**config.mk**
```make
export PLATFORM = sky130hd
export DESIGN_NAME = bfa_word_scan
export DESIGN_NICKNAME = d
export VERILOG_FILES = /design/src/bfa_pkg.sv /design/src/bfa_word_scan.sv
export SDC_FILE = /design/constraint.sdc
export NUM_CORES = 1
export LEC_CHECK = 0
export ABC_CLOCK_PERIOD_IN_PS = 12040
export BUFFER_PORTS_ARGS = -buffer_cell sky130_fd_sc_hd__clkbuf_2
export CORE_ASPECT_RATIO = 0.7
export CORE_MARGIN = 3
export CORE_UTILIZATION = 33
export DETAILED_ROUTE_END_ITERATION = 10
export SKIP_LAST_GASP = 1
export SYNTH_ARGS = -nofsm -noshare
export SYNTH_HDL_FRONTEND = slang
export SYNTH_SLANG_ARGS = --single-unit
```
**constraint.sdc**
```tcl
create_clock -name vclk -period 12.04
set_clock_uncertainty 0.1 [all_clocks]
set_input_delay 2.408 -clock vclk [all_inputs]
set_output_delay 2.408 -clock vclk [all_outputs]
set_load 0.02 [all_outputs]
```
**src/bfa_pkg.sv**
```systemverilog
`timescale 1ns / 1ps

package bfa_pkg;

  // Pool geometry
  localparam int POOL_UNITS = 4096;
  localparam int WORD_BITS  = 32;
  localparam int BIT_W      = 5;
  localparam int MAP_WORDS  = (POOL_UNITS + WORD_BITS - 1) / WORD_BITS;
  localparam int WORD_W     = (MAP_WORDS > 1) ? $clog2(MAP_WORDS) : 1;
  localparam int UNIT_W     = WORD_W + BIT_W;

  // Field widths
  localparam int LEN_W      = 13;
  localparam int START_W    = 12;
  localparam int ADDR_W     = 32;
  localparam int SPAN_W     = ((UNIT_W > LEN_W) ? UNIT_W : LEN_W) + 1;

  // Units past the end of the pool in the top word count as used
  localparam int LAST_BITS  = POOL_UNITS - WORD_BITS * (MAP_WORDS - 1);
  localparam logic [WORD_BITS-1:0] LAST_MASK =
    (LAST_BITS == WORD_BITS) ? '1 : ((WORD_BITS'(1) << LAST_BITS) - WORD_BITS'(1));

  localparam logic [ADDR_W-1:0] FAIL_ADDRESS    = 32'hCAFE_BABE;
  localparam logic [ADDR_W-1:0] POOL_BASE_RESET = 32'd6407964;

  // Register map
  localparam int PADDR_W = 3;
  localparam logic [PADDR_W-1:0] REG_POOL_BASE = 3'd0;

  typedef logic [WORD_BITS-1:0] word_t;
  typedef logic [WORD_W-1:0]    word_idx_t;
  typedef logic [BIT_W-1:0]     bit_idx_t;
  typedef logic [UNIT_W-1:0]    unit_t;
  typedef logic [LEN_W-1:0]     len_t;
  typedef logic [START_W-1:0]   start_unit_t;
  typedef logic [ADDR_W-1:0]    addr_t;

  // Outcome of evaluating one map word
  typedef struct packed {
    logic     hit;
    bit_idx_t hit_bit;
    len_t     run_out;
  } scan_res_t;

endpackage

```
**src/bfa_word_scan.sv**
```systemverilog
`timescale 1ns / 1ps

module bfa_word_scan (
  input  bfa_pkg::word_t    word,
  input  logic              last,
  input  bfa_pkg::len_t     run_in,
  input  bfa_pkg::len_t     len,
  output bfa_pkg::scan_res_t res
);
  import bfa_pkg::*;

  word_t                      free;
  word_t                      used;
  word_t                      prefix;
  word_t                      thresh;
  word_t                      win;
  word_t                      hits;
  word_t                      lowest;
  word_t                      rev;
  word_t                      rused;
  word_t                      tprefix;
  word_t [5:0]                pw;
  len_t                       need_m1;
  logic [5:0]                 sh;
  logic [5:0]                 top_run;
  bit_idx_t                   bit_idx;

  always_comb begin
    free = ~word;
    if (last) begin
      free = free & LAST_MASK;
    end
    used = ~free;

    // Free bits below the lowest used bit: continue the run carried in
    prefix  = ~used & (used - 1'b1);
    need_m1 = len - run_in - 1'b1;
    thresh  = (need_m1 < len_t'(WORD_BITS)) ? ('1 << need_m1[BIT_W-1:0]) : '0;

    // Windows of 1,2,4,...,32 free bits ending at each position
    pw[0] = free;
    for (int k = 1; k < 6; k++) begin
      pw[k] = pw[k-1] & (pw[k-1] << (1 << (k-1)));
    end

    // Window of exactly len free bits, built from the binary digits of len
    win = '1;
    for (int k = 0; k < 6; k++) begin
      sh = len[5:0] & ((6'd1 << k) - 6'd1);
      if (len[k]) begin
        win = win & (pw[k] << sh);
      end
    end
    if (len > len_t'(WORD_BITS)) begin
      win = '0;
    end

    hits   = (prefix & thresh) | win;
    lowest = hits & (~hits + 1'b1);

    bit_idx = '0;
    for (int i = 0; i < WORD_BITS; i++) begin
      if (lowest[i]) begin
        bit_idx = bit_idx | bit_idx_t'(i);
      end
    end

    // Free run at the top of the word, carried into the next word
    for (int i = 0; i < WORD_BITS; i++) begin
      rev[i] = free[WORD_BITS-1-i];
    end
    rused   = ~rev;
    tprefix = ~rused & (rused - 1'b1);
    top_run = 6'($countones(tprefix));

    res.hit     = |hits;
    res.hit_bit = bit_idx;
    res.run_out = (free == '1) ? (run_in + len_t'(WORD_BITS)) : len_t'(top_run);
  end

endmodule

```
==> qor.yml <==
hold_path:
  worstHoldPathType: "in2out"
floorplan:
  num_rows: 46
  die-area_sq_mm: 0.0255
  die_h_um: 134
  ios: 78
  dieWidth_um: 189
  core-area_sq_mm: 0.0229
  start_util_pct: 33.9
layout:
  insertedDiodeCount: 0
  syn2layout_area_growth_pct: 7.15
  multi_input_area_sq_mm: 0.00713
  fill_cells: 2562
  clkbuf_count: 0
  final_core_util_pct: 36.4
  drive_gt1_share_pct: 16.3
  final_common_cell: "nor2_1"
  fin_nets: 1266
  final_cell_mix: "109 x nor2_1, 99 x nand2_1, 77 x clkbuf_2, 61 x a21oi_1, 60 x o21ai_0"
  flops_and_latches: 0
  seq_area_sq_um: 0
timing:
  fmax_mhz: 86.5
  setup_tns_ns: 0
  setup_violations: 0
  fin_hold_ws_ns: 5.10
  hold_viol: 0
  final_max_slew_viol_count: 0
  rsz0062_at_grt: "no"
  slew_headroom_pct: 14.7
  tightest_slew_ns: 1.27
  period_share_pct: 96.0
  fin_crit_ns: 11.56
detailed_routing:
  drt_wl_total_mm: 37.3
  drtAntennaViolNets: 0
  drc_errors: 0
  wl_per_cell_um: 25.5
  vias: 10348
  viasPerCell: 7.08
  dr.first_iter.drc_count: 1838
  dr.pass1.iters: 6
place:
  gp_congestion: 1.06
  io_buffers: 77
  detailed_place_hpwl_mm: 29.6
clocking:
  cts_hold_buf: 0
  post_cts_buffers: 0
  cts_resized: 0
worst_setup_path:
  cp_common_cell: "fa_1"
  crit_chain: "clkbuf_2 -> nor4_1 -> and3_1 -> nand2_1 -> nor3_1 -> fa_1 -> inv_1 -> fa_1 -> fa_1 -> inv_1 -> ha_1 -> fa_1 -> inv_1 -> fa_1 -> inv_1 -> fa_1 -> ha_1 -> inv_1 -> fa_1 -> nor2b_1 -> o21a_1 -> nor3_1 -> a21oi_1 -> clkbuf_2"
  crit_type: "in2out"
  cpMaxStageDelayCell: "nor4_1"
  cpPeakStageDelay_ns: 0.79
  worstPathRequired_ns: 9.53
  critPathArrivalTime_ns: 9.05
  critPathBufInv: 7
  critPathTopFamily: "adder cells"
  cp-end-kind: "primary output"
  start_kind: "input pin"
  crit_fanout: 13
grt:
  grtUsageTotal_pct: 28.1
  grt_max_degree: 47
  grt_pass1_vias: 9360
  overflow: 0
  grt_antenna_before_repair: 1
  grt_pass1_wl_mm: 57.0
yosys:
  ys_types: 92
  synth_top_area_share_pct: 6.18
  synth_area_leaders: "fa_1 6.2%, nor2_1 5.3%, ha_1 5.0%"
  synthesis.area_sq_mm: 0.00777
  syn_nets: 1259
  avgSynthCellArea_sq_um: 6.79
  synth_seq_area_share_pct: 0
  syn_inst: 1145
  yosys.area.top_type: "fa_1"
  yosys_warnings: 0
power_and_ir_drop:
  leakagePower_uw: 0.00295
  p_total_uw: 235
  peakVddDrop_mv: 0.0480
  power_density_mw_per_mm2: 28.2
outcome:
  outcome: "finished clean"
run:
  maxCapViolations: 0
worst paths after layout:
check      start     end  cells past startpoint
max     word[26]  res[5]                     24
min    run_in[2]  res[2]                      4
stage by stage:
step,instances,instance area (sq um),worst slack (ns)
global route,1462,8330,0.180
CTS,1462,8330,0.590
finish,1462,8330,0.481
global placement,1462,8330,0.703
floorplan,1145,7770,1.38
detailed placement,1462,8330,0.624
cell families (layout without fill, tap and decap cells):
logic type	Yosys count	after routing	share of synthesized area (%)
multiplexers	23	23	5.55
XOR/XNOR	20	20	2.25
AO/OA/AOI/OAI	394	394	37.4
AND/OR/NAND/NOR	499	499	35.3
adder cells (fa/ha/maj)	56	56	11.3
buffers and inverters	153	158	8.24
cell usage after synthesis (all sizes together), types with 18 or more instances:
cell type and number:
nor2 110, nand2 100, o21ai 65, a21oi 61, buf 54, nand3 54, clkbuf 49, inv 48
nor3 48, nor4 46, ha 31, or4 31, a31oi 25, fa 24, nand4 19, o211ai 19
a211oi 18, or3 18
power by group:
group	internal, uW	switching [uW]	total, uW
combinational	69.6	165	235
clock	0	0	0
sequential	0	0	0
final cells by class:
| class | instances | area share (%) |
|---|---|---|
| multi-input cells | 992 | 85.6 |
| repair buffers | 108 | 7.42 |
| well taps | 312 | 4.69 |
| inverters | 50 | 2.25 |
per-layer routing:
| layer | global-route usage (%) | wire length (um) |
|---|---|---|
| met5 | 0 | 0 |
| met3 | 10.6 | 6080 |
| met2 | 37.5 | 13700 |
| met4 | 5.62 | 1090 |
| met1 | 42.2 | 16400 |
(Power assumes the default switching activity.)
