<file path="src/bfa_pkg.sv">
`timescale 1ns / 1ps

package bfa_pkg;

  // Pool geometry
  localparam int POOL_UNITS = 4096;
  localparam int WORD_BITS  = 32;
  localparam int BIT_W      = 5;
  localparam int MAP_WORDS  = (POOL_UNITS + WORD_BITS - 1) / WORD_BITS;
  localparam int WORD_W     = (MAP_WORDS > 1) ? $clog2(MAP_WORDS) : 1;
  localparam int UNIT_W     = WORD_W + BIT_W;

  // Field widths
  localparam int LEN_W      = 13;
  localparam int START_W    = 12;
  localparam int ADDR_W     = 32;
  localparam int SPAN_W     = ((UNIT_W > LEN_W) ? UNIT_W : LEN_W) + 1;

  // Units past the end of the pool in the top word count as used
  localparam int LAST_BITS  = POOL_UNITS - WORD_BITS * (MAP_WORDS - 1);
  localparam logic [WORD_BITS-1:0] LAST_MASK =
    (LAST_BITS == WORD_BITS) ? '1 : ((WORD_BITS'(1) << LAST_BITS) - WORD_BITS'(1));

  localparam logic [ADDR_W-1:0] FAIL_ADDRESS    = 32'hCAFE_BABE;
  localparam logic [ADDR_W-1:0] POOL_BASE_RESET = 32'd6407964;

  // Register map
  localparam int PADDR_W = 3;
  localparam logic [PADDR_W-1:0] REG_POOL_BASE = 3'd0;

  typedef logic [WORD_BITS-1:0] word_t;
  typedef logic [WORD_W-1:0]    word_idx_t;
  typedef logic [BIT_W-1:0]     bit_idx_t;
  typedef logic [UNIT_W-1:0]    unit_t;
  typedef logic [LEN_W-1:0]     len_t;
  typedef logic [START_W-1:0]   start_unit_t;
  typedef logic [ADDR_W-1:0]    addr_t;

  // Outcome of evaluating one map word
  typedef struct packed {
    logic     hit;
    bit_idx_t hit_bit;
    len_t     run_out;
  } scan_res_t;

endpackage

</file>
<file path="src/bfa_used_map.sv">
`timescale 1ns / 1ps

module bfa_used_map (
  input  logic             clk,
  input  logic             rst,
  input  logic             rd_en,
  input  bfa_pkg::word_idx_t rd_addr,
  output bfa_pkg::word_t   rd_data,
  input  logic             wr_en,
  input  bfa_pkg::word_idx_t wr_addr,
  input  bfa_pkg::word_t   wr_data
);
  import bfa_pkg::*;

  word_t                mem [MAP_WORDS];
  logic [MAP_WORDS-1:0] vld;
  word_t                rdata_q;
  logic                 rvld_q;

  // Row valid bits: an unwritten row reads as all free
  always_ff @(posedge clk) begin
    if (rst) begin
      vld <= '0;
    end else if (wr_en) begin
      vld[wr_addr] <= 1'b1;
    end
  end

  always_ff @(posedge clk) begin
    if (wr_en) begin
      mem[wr_addr] <= wr_data;
    end
  end

  always_ff @(posedge clk) begin
    if (rd_en) begin
      rdata_q <= mem[rd_addr];
      rvld_q  <= vld[rd_addr];
    end
  end

  assign rd_data = rvld_q ? rdata_q : '0;

endmodule

</file>
<file path="config.mk">
export PLATFORM = sky130hd
export DESIGN_NAME = bfa_used_map
export DESIGN_NICKNAME = d
export VERILOG_FILES = /design/src/bfa_pkg.sv /design/src/bfa_used_map.sv
export SDC_FILE = /design/constraint.sdc
export NUM_CORES = 2
export LEC_CHECK = 0
export BUFFER_PORTS_ARGS = -buffer_cell sky130_fd_sc_hd__buf_2
export CAP_MARGIN = 20
export CORE_ASPECT_RATIO = 0.9
export CORE_UTILIZATION = 34
export CTS_CLUSTER_SIZE = 20
export DETAILED_ROUTE_END_ITERATION = 8
export PLACE_DENSITY = 0.59
export RECOVER_POWER = 50
export SLEW_MARGIN = 20
export SYNTH_ARGS = -nofsm -noshare
export SYNTH_HDL_FRONTEND = slang
export SYNTH_SLANG_ARGS = --single-unit
</file>
<file path="constraint.sdc">
create_clock -name clk -period 7.8 [get_ports clk]
set_input_delay 1.56 -clock clk [delete_from_list [all_inputs] [get_ports clk]]
set_output_delay 1.56 -clock clk [all_outputs]
set_load 0.01 [all_outputs]
</file>
==> summary by stage <==
Critical path
The category of the worst setup path launch point is a primary input. The cell with the largest stage delay on the worst path is sky130_fd_sc_hd__clkbuf_1. The most frequent cell on the critical path is sky130_fd_sc_hd__clkbuf_1. The endpoint of the worst setup timing path is mem[34][5]. The worst setup path is captured at a flop. The critical setup path kind is primary input to flop. At the worst endpoint, the required time is 8.10 ns. The worst path buffer plus inverter count is 2. Traced cell by cell, the critical path runs through clkbuf_1 -> clkbuf_1.

In this run the number of cells on the critical path is 2. The first element of the critical path is wr_data[5]. The biggest cell delay along the critical path is 2.34 ns. The startpoint identified for the worst register-to-register timing path is mem[87][19]. At the worst endpoint, the arrival time is 6.32 ns. The depth of the worst register-to-register path is 4.

The maximum fanout along the worst path is 65. Across all register-to-register paths, the minimum setup slack is 5.01 ns. The kind of cell with the highest combined delay along the critical path is buffers and inverters.

In this run the critical register-to-register path is captured at rdata_q[19].

Outcome
The run finished, with violations left. The final reports fail on max-capacitance violations, max-slew violations.

Synth
The Yosys step of the flow raised 0 warnings. After synthesis, the mean cell area works out to 24.9 um^2. The cell count after synthesis came out at 6500. The register bit total from synthesis is 4257. The fraction of the yosys area taken by sequential cells is 0.783.

The cell area that synthesis handed to floorplanning was 162000 um^2. The number of unique standard cell types used by synthesis is 30. The synthesized net count is 6550.

Route
The total DRC errors in the routed layout is 0. In the routed layout, each cell is associated on average with a via count of 5.55. After detailed routing, the average wire length per cell comes to 33.3 um. After detailed routing, the total wire length is 453000 um. Before antenna repair, the detailed router went through 5 iterations. In this run the remaining antenna-violating nets after routing total 0. The first routing iteration left 10800 violations. Detailed routing inserted a total of 75700 vias.

STA
Setup repair after global routing left no endpoint under its margin. The highest clock rate is 166 MHz. The post-route clock skew is 0.0434 ns. The final number of max-transition violations is 2612. The headroom to the max-slew limit is -2.36. The number of endpoints failing setup at the final stage is 0. For the pin with the worst max-slew slack, the measured transition is 5.04 ns. The smallest clock period supported by the final layout is computed as 6.02 ns.

The count of final hold-check violations is 0. The ratio of final minimum period to clock period is 0.772. The setup TNS is 0 ns. After layout, the worst setup slack is 1.78 ns.

Finish
The relative area change from synthesis to final layout is 14.9%. The net count of the finished layout is 6965. Leaving out fill and tap cells, the most frequent cell in the layout is sky130_fd_sc_hd__edfxtp_1. In the layout the commonest cells are 4129 x sky130_fd_sc_hd__edfxtp_1, 1386 x sky130_fd_sc_hd__mux4_2, 448 x sky130_fd_sc_hd__clkbuf_16, 242 x sky130_fd_sc_hd__nor2_1, 217 x sky130_fd_sc_hd__buf_4. Of the cells placed in the final design, the portion with a size suffix greater than 1 is 0.335. After filler insertion, the fill cell instance count of the layout stands at 40800.

CTS
CTS saw 4257 sinks. The number of CTS-inserted buffers is 436. The insertion delay to the later sink of the worst-skew pair is 1.00 ns. The post-CTS setup buffer count is 0. Clock-pin slew was measured on the worst setup and hold paths at 0.06 ns. TritonCTS built the clock tree. The post-cts gate resize count is 0.

The level count of the clock H-tree is 5. The number of buffers inserted by hold repair at cts is 0. No sink is reached through more buffers than the 4 on the longest clock path.

The cell chosen for the clock root is sky130_fd_sc_hd__clkbuf_16.

Hold path
The count of cells along the worst hold path is 2. In this run the worst hold path is classified as flop to flop.

Floorplan
The die covers 478000 um^2. From bottom edge to top edge, the die measures 656 um. The number of I/O pins is 82. The floorplan has 239 rows. The die is 729 um wide. For this configuration, the core starts out at a cell density of 0.342. The placeable core area is 472000 um^2.

Job
The tool flagged a number of max-cap violations equal to 42.

GRT
The overall track demand over capacity in global routing is 0.186. The first-pass GRT wire length is 622000 um. The number of antenna violations at the first check in global routing came to 94. Entering global routing, the biggest net connects 112 pins. Global routing finished with a remaining overflow of 0. The number of global-route vias before repair is 75500.

Place
The worst-case setup slack after placement is 2.30 ns. After legalization and detailed placement, the total HPWL measured 254000 um. The number of buffers added on ports is 81. The congestion estimate from routability-driven global placement came to 0.807.

Pwr
VDD sags by at most 0.000189 V. The power density relative to cell area is 259 nW/um^2. The analysis attributes to cell leakage a power of 56.3 nW.
[layout make-up]
type / count / area (um^2) / share of cell area
well taps: 6266 / 7840 / 0.0422
flip-flops and latches: 4257 / 127000 / 0.681
multi-input cells: 1884 / 34500 / 0.186
diodes: 87 / 218 / 0.00117
clock buffers: 556 / 11700 / 0.0632
clock inverters: 247 / 2180 / 0.0117
repair buffers: 336 / 2690 / 0.0145
[worst min-delay path by stage]
stage | start | endpoint | slack, ns
3_5_place_dp | vld[99] | vld[99] | 0.45
4_1_cts | vld[30] | vld[30] | 0.47
3_3_place_gp | vld[29] | vld[29] | 0.45
5_1_grt | vld[30] | vld[30] | 0.49
6_report | vld[110] | vld[110] | 0.46
2_1_floorplan | vld[100] | vld[100] | 0.43
[through the flow]
| stage | cell area (um^2) | std cells | utilization | hold slack (ns) | total power (W) |
|---|---|---|---|---|---|
| final | 186000 | 13600 | 0.393 | 0.465 | 0.0482 |
| after global routing | 186000 | 13600 | 0.393 | 0.486 | 0.0494 |
| after CTS | 186000 | 13500 | 0.393 | 0.467 | 0.0484 |
| after detailed placement | 172000 | 12700 | 0.364 | 0.453 | 0.0282 |
| after global placement | 172000 | 12700 | 0.364 | 0.452 | 0.0282 |
| after floorplan | 162000 | 6500 | - | 0.431 | 0.0269 |
[metal layers]
metal	track usage	wire [um]	vias up
li1	-	-	29100
met5	0	183	-
met4	0.0554	13400	28
met2	0.292	212000	3906
met1	0.262	182000	42000
met3	0.0403	45900	607
[sequential cells by signal, indices dropped and copies added (netlist names)]
name,count
mem,4096
rdata_q,32
rvld_q,1
vld,128
[cells by family (layout without fill, tap and decap cells)]
family | after synthesis | count (layout) | share of synthesized area
flops | 4257 | 4257 | 0.783
mux | 1419 | 1419 | 0.195
simple gates | 440 | 440 | 0.0119
buf+inv | 359 | 1139 | 0.00912
compound gates | 25 | 25 | 0.000805
other cells | 0 | 87 | 0
[synthesized netlist by cell type]
library cell                number  area [um^2]
sky130_fd_sc_hd__buf_1          47          176
sky130_fd_sc_hd__nand2_1         3         11.3
sky130_fd_sc_hd__nand4b_1        7         61.3
sky130_fd_sc_hd__buf_6           1         11.3
sky130_fd_sc_hd__buf_2          93          465
sky130_fd_sc_hd__buf_4           1         7.51
sky130_fd_sc_hd__o21ba_2         1         10.0
sky130_fd_sc_hd__or2_2           1         6.26
sky130_fd_sc_hd__nand4_1         2         12.5
sky130_fd_sc_hd__or4b_2          5         50.1
sky130_fd_sc_hd__nor3_1          2         10.0
sky130_fd_sc_hd__nor2b_1         3         18.8
sky130_fd_sc_hd__nor2_1        360         1350
sky130_fd_sc_hd__or3_1           2         12.5
sky130_fd_sc_hd__and2_1         33          206
sky130_fd_sc_hd__nand4bb_1       6         67.6
sky130_fd_sc_hd__or3b_2          2         17.5
sky130_fd_sc_hd__clkbuf_1      217          815
sky130_fd_sc_hd__and3b_1         2         17.5
sky130_fd_sc_hd__dfxtp_1       128         2560
sky130_fd_sc_hd__and3_1          3         18.8
sky130_fd_sc_hd__mux2_2         33          372
sky130_fd_sc_hd__nand2b_1        1         6.26
sky130_fd_sc_hd__a21oi_1        24          120
sky130_fd_sc_hd__nand3_1         3         15.0
sky130_fd_sc_hd__or4_1           1         7.51
sky130_fd_sc_hd__edfxtp_1     4129       124000
sky130_fd_sc_hd__nor3b_1         2         15.0
sky130_fd_sc_hd__mux4_2       1386        31200
sky130_fd_sc_hd__nand3b_1        2         15.0
[where the power goes]
part / leakage (nW) / switching (W) / internal [W]
sequential: 38.2 / 0.0000776 / 0.0252
clock: 6.80 / 0.00868 / 0.0118
combinational: 11.3 / 0.00154 / 0.000891
Note: power is estimated with default switching activity, not from simulation.
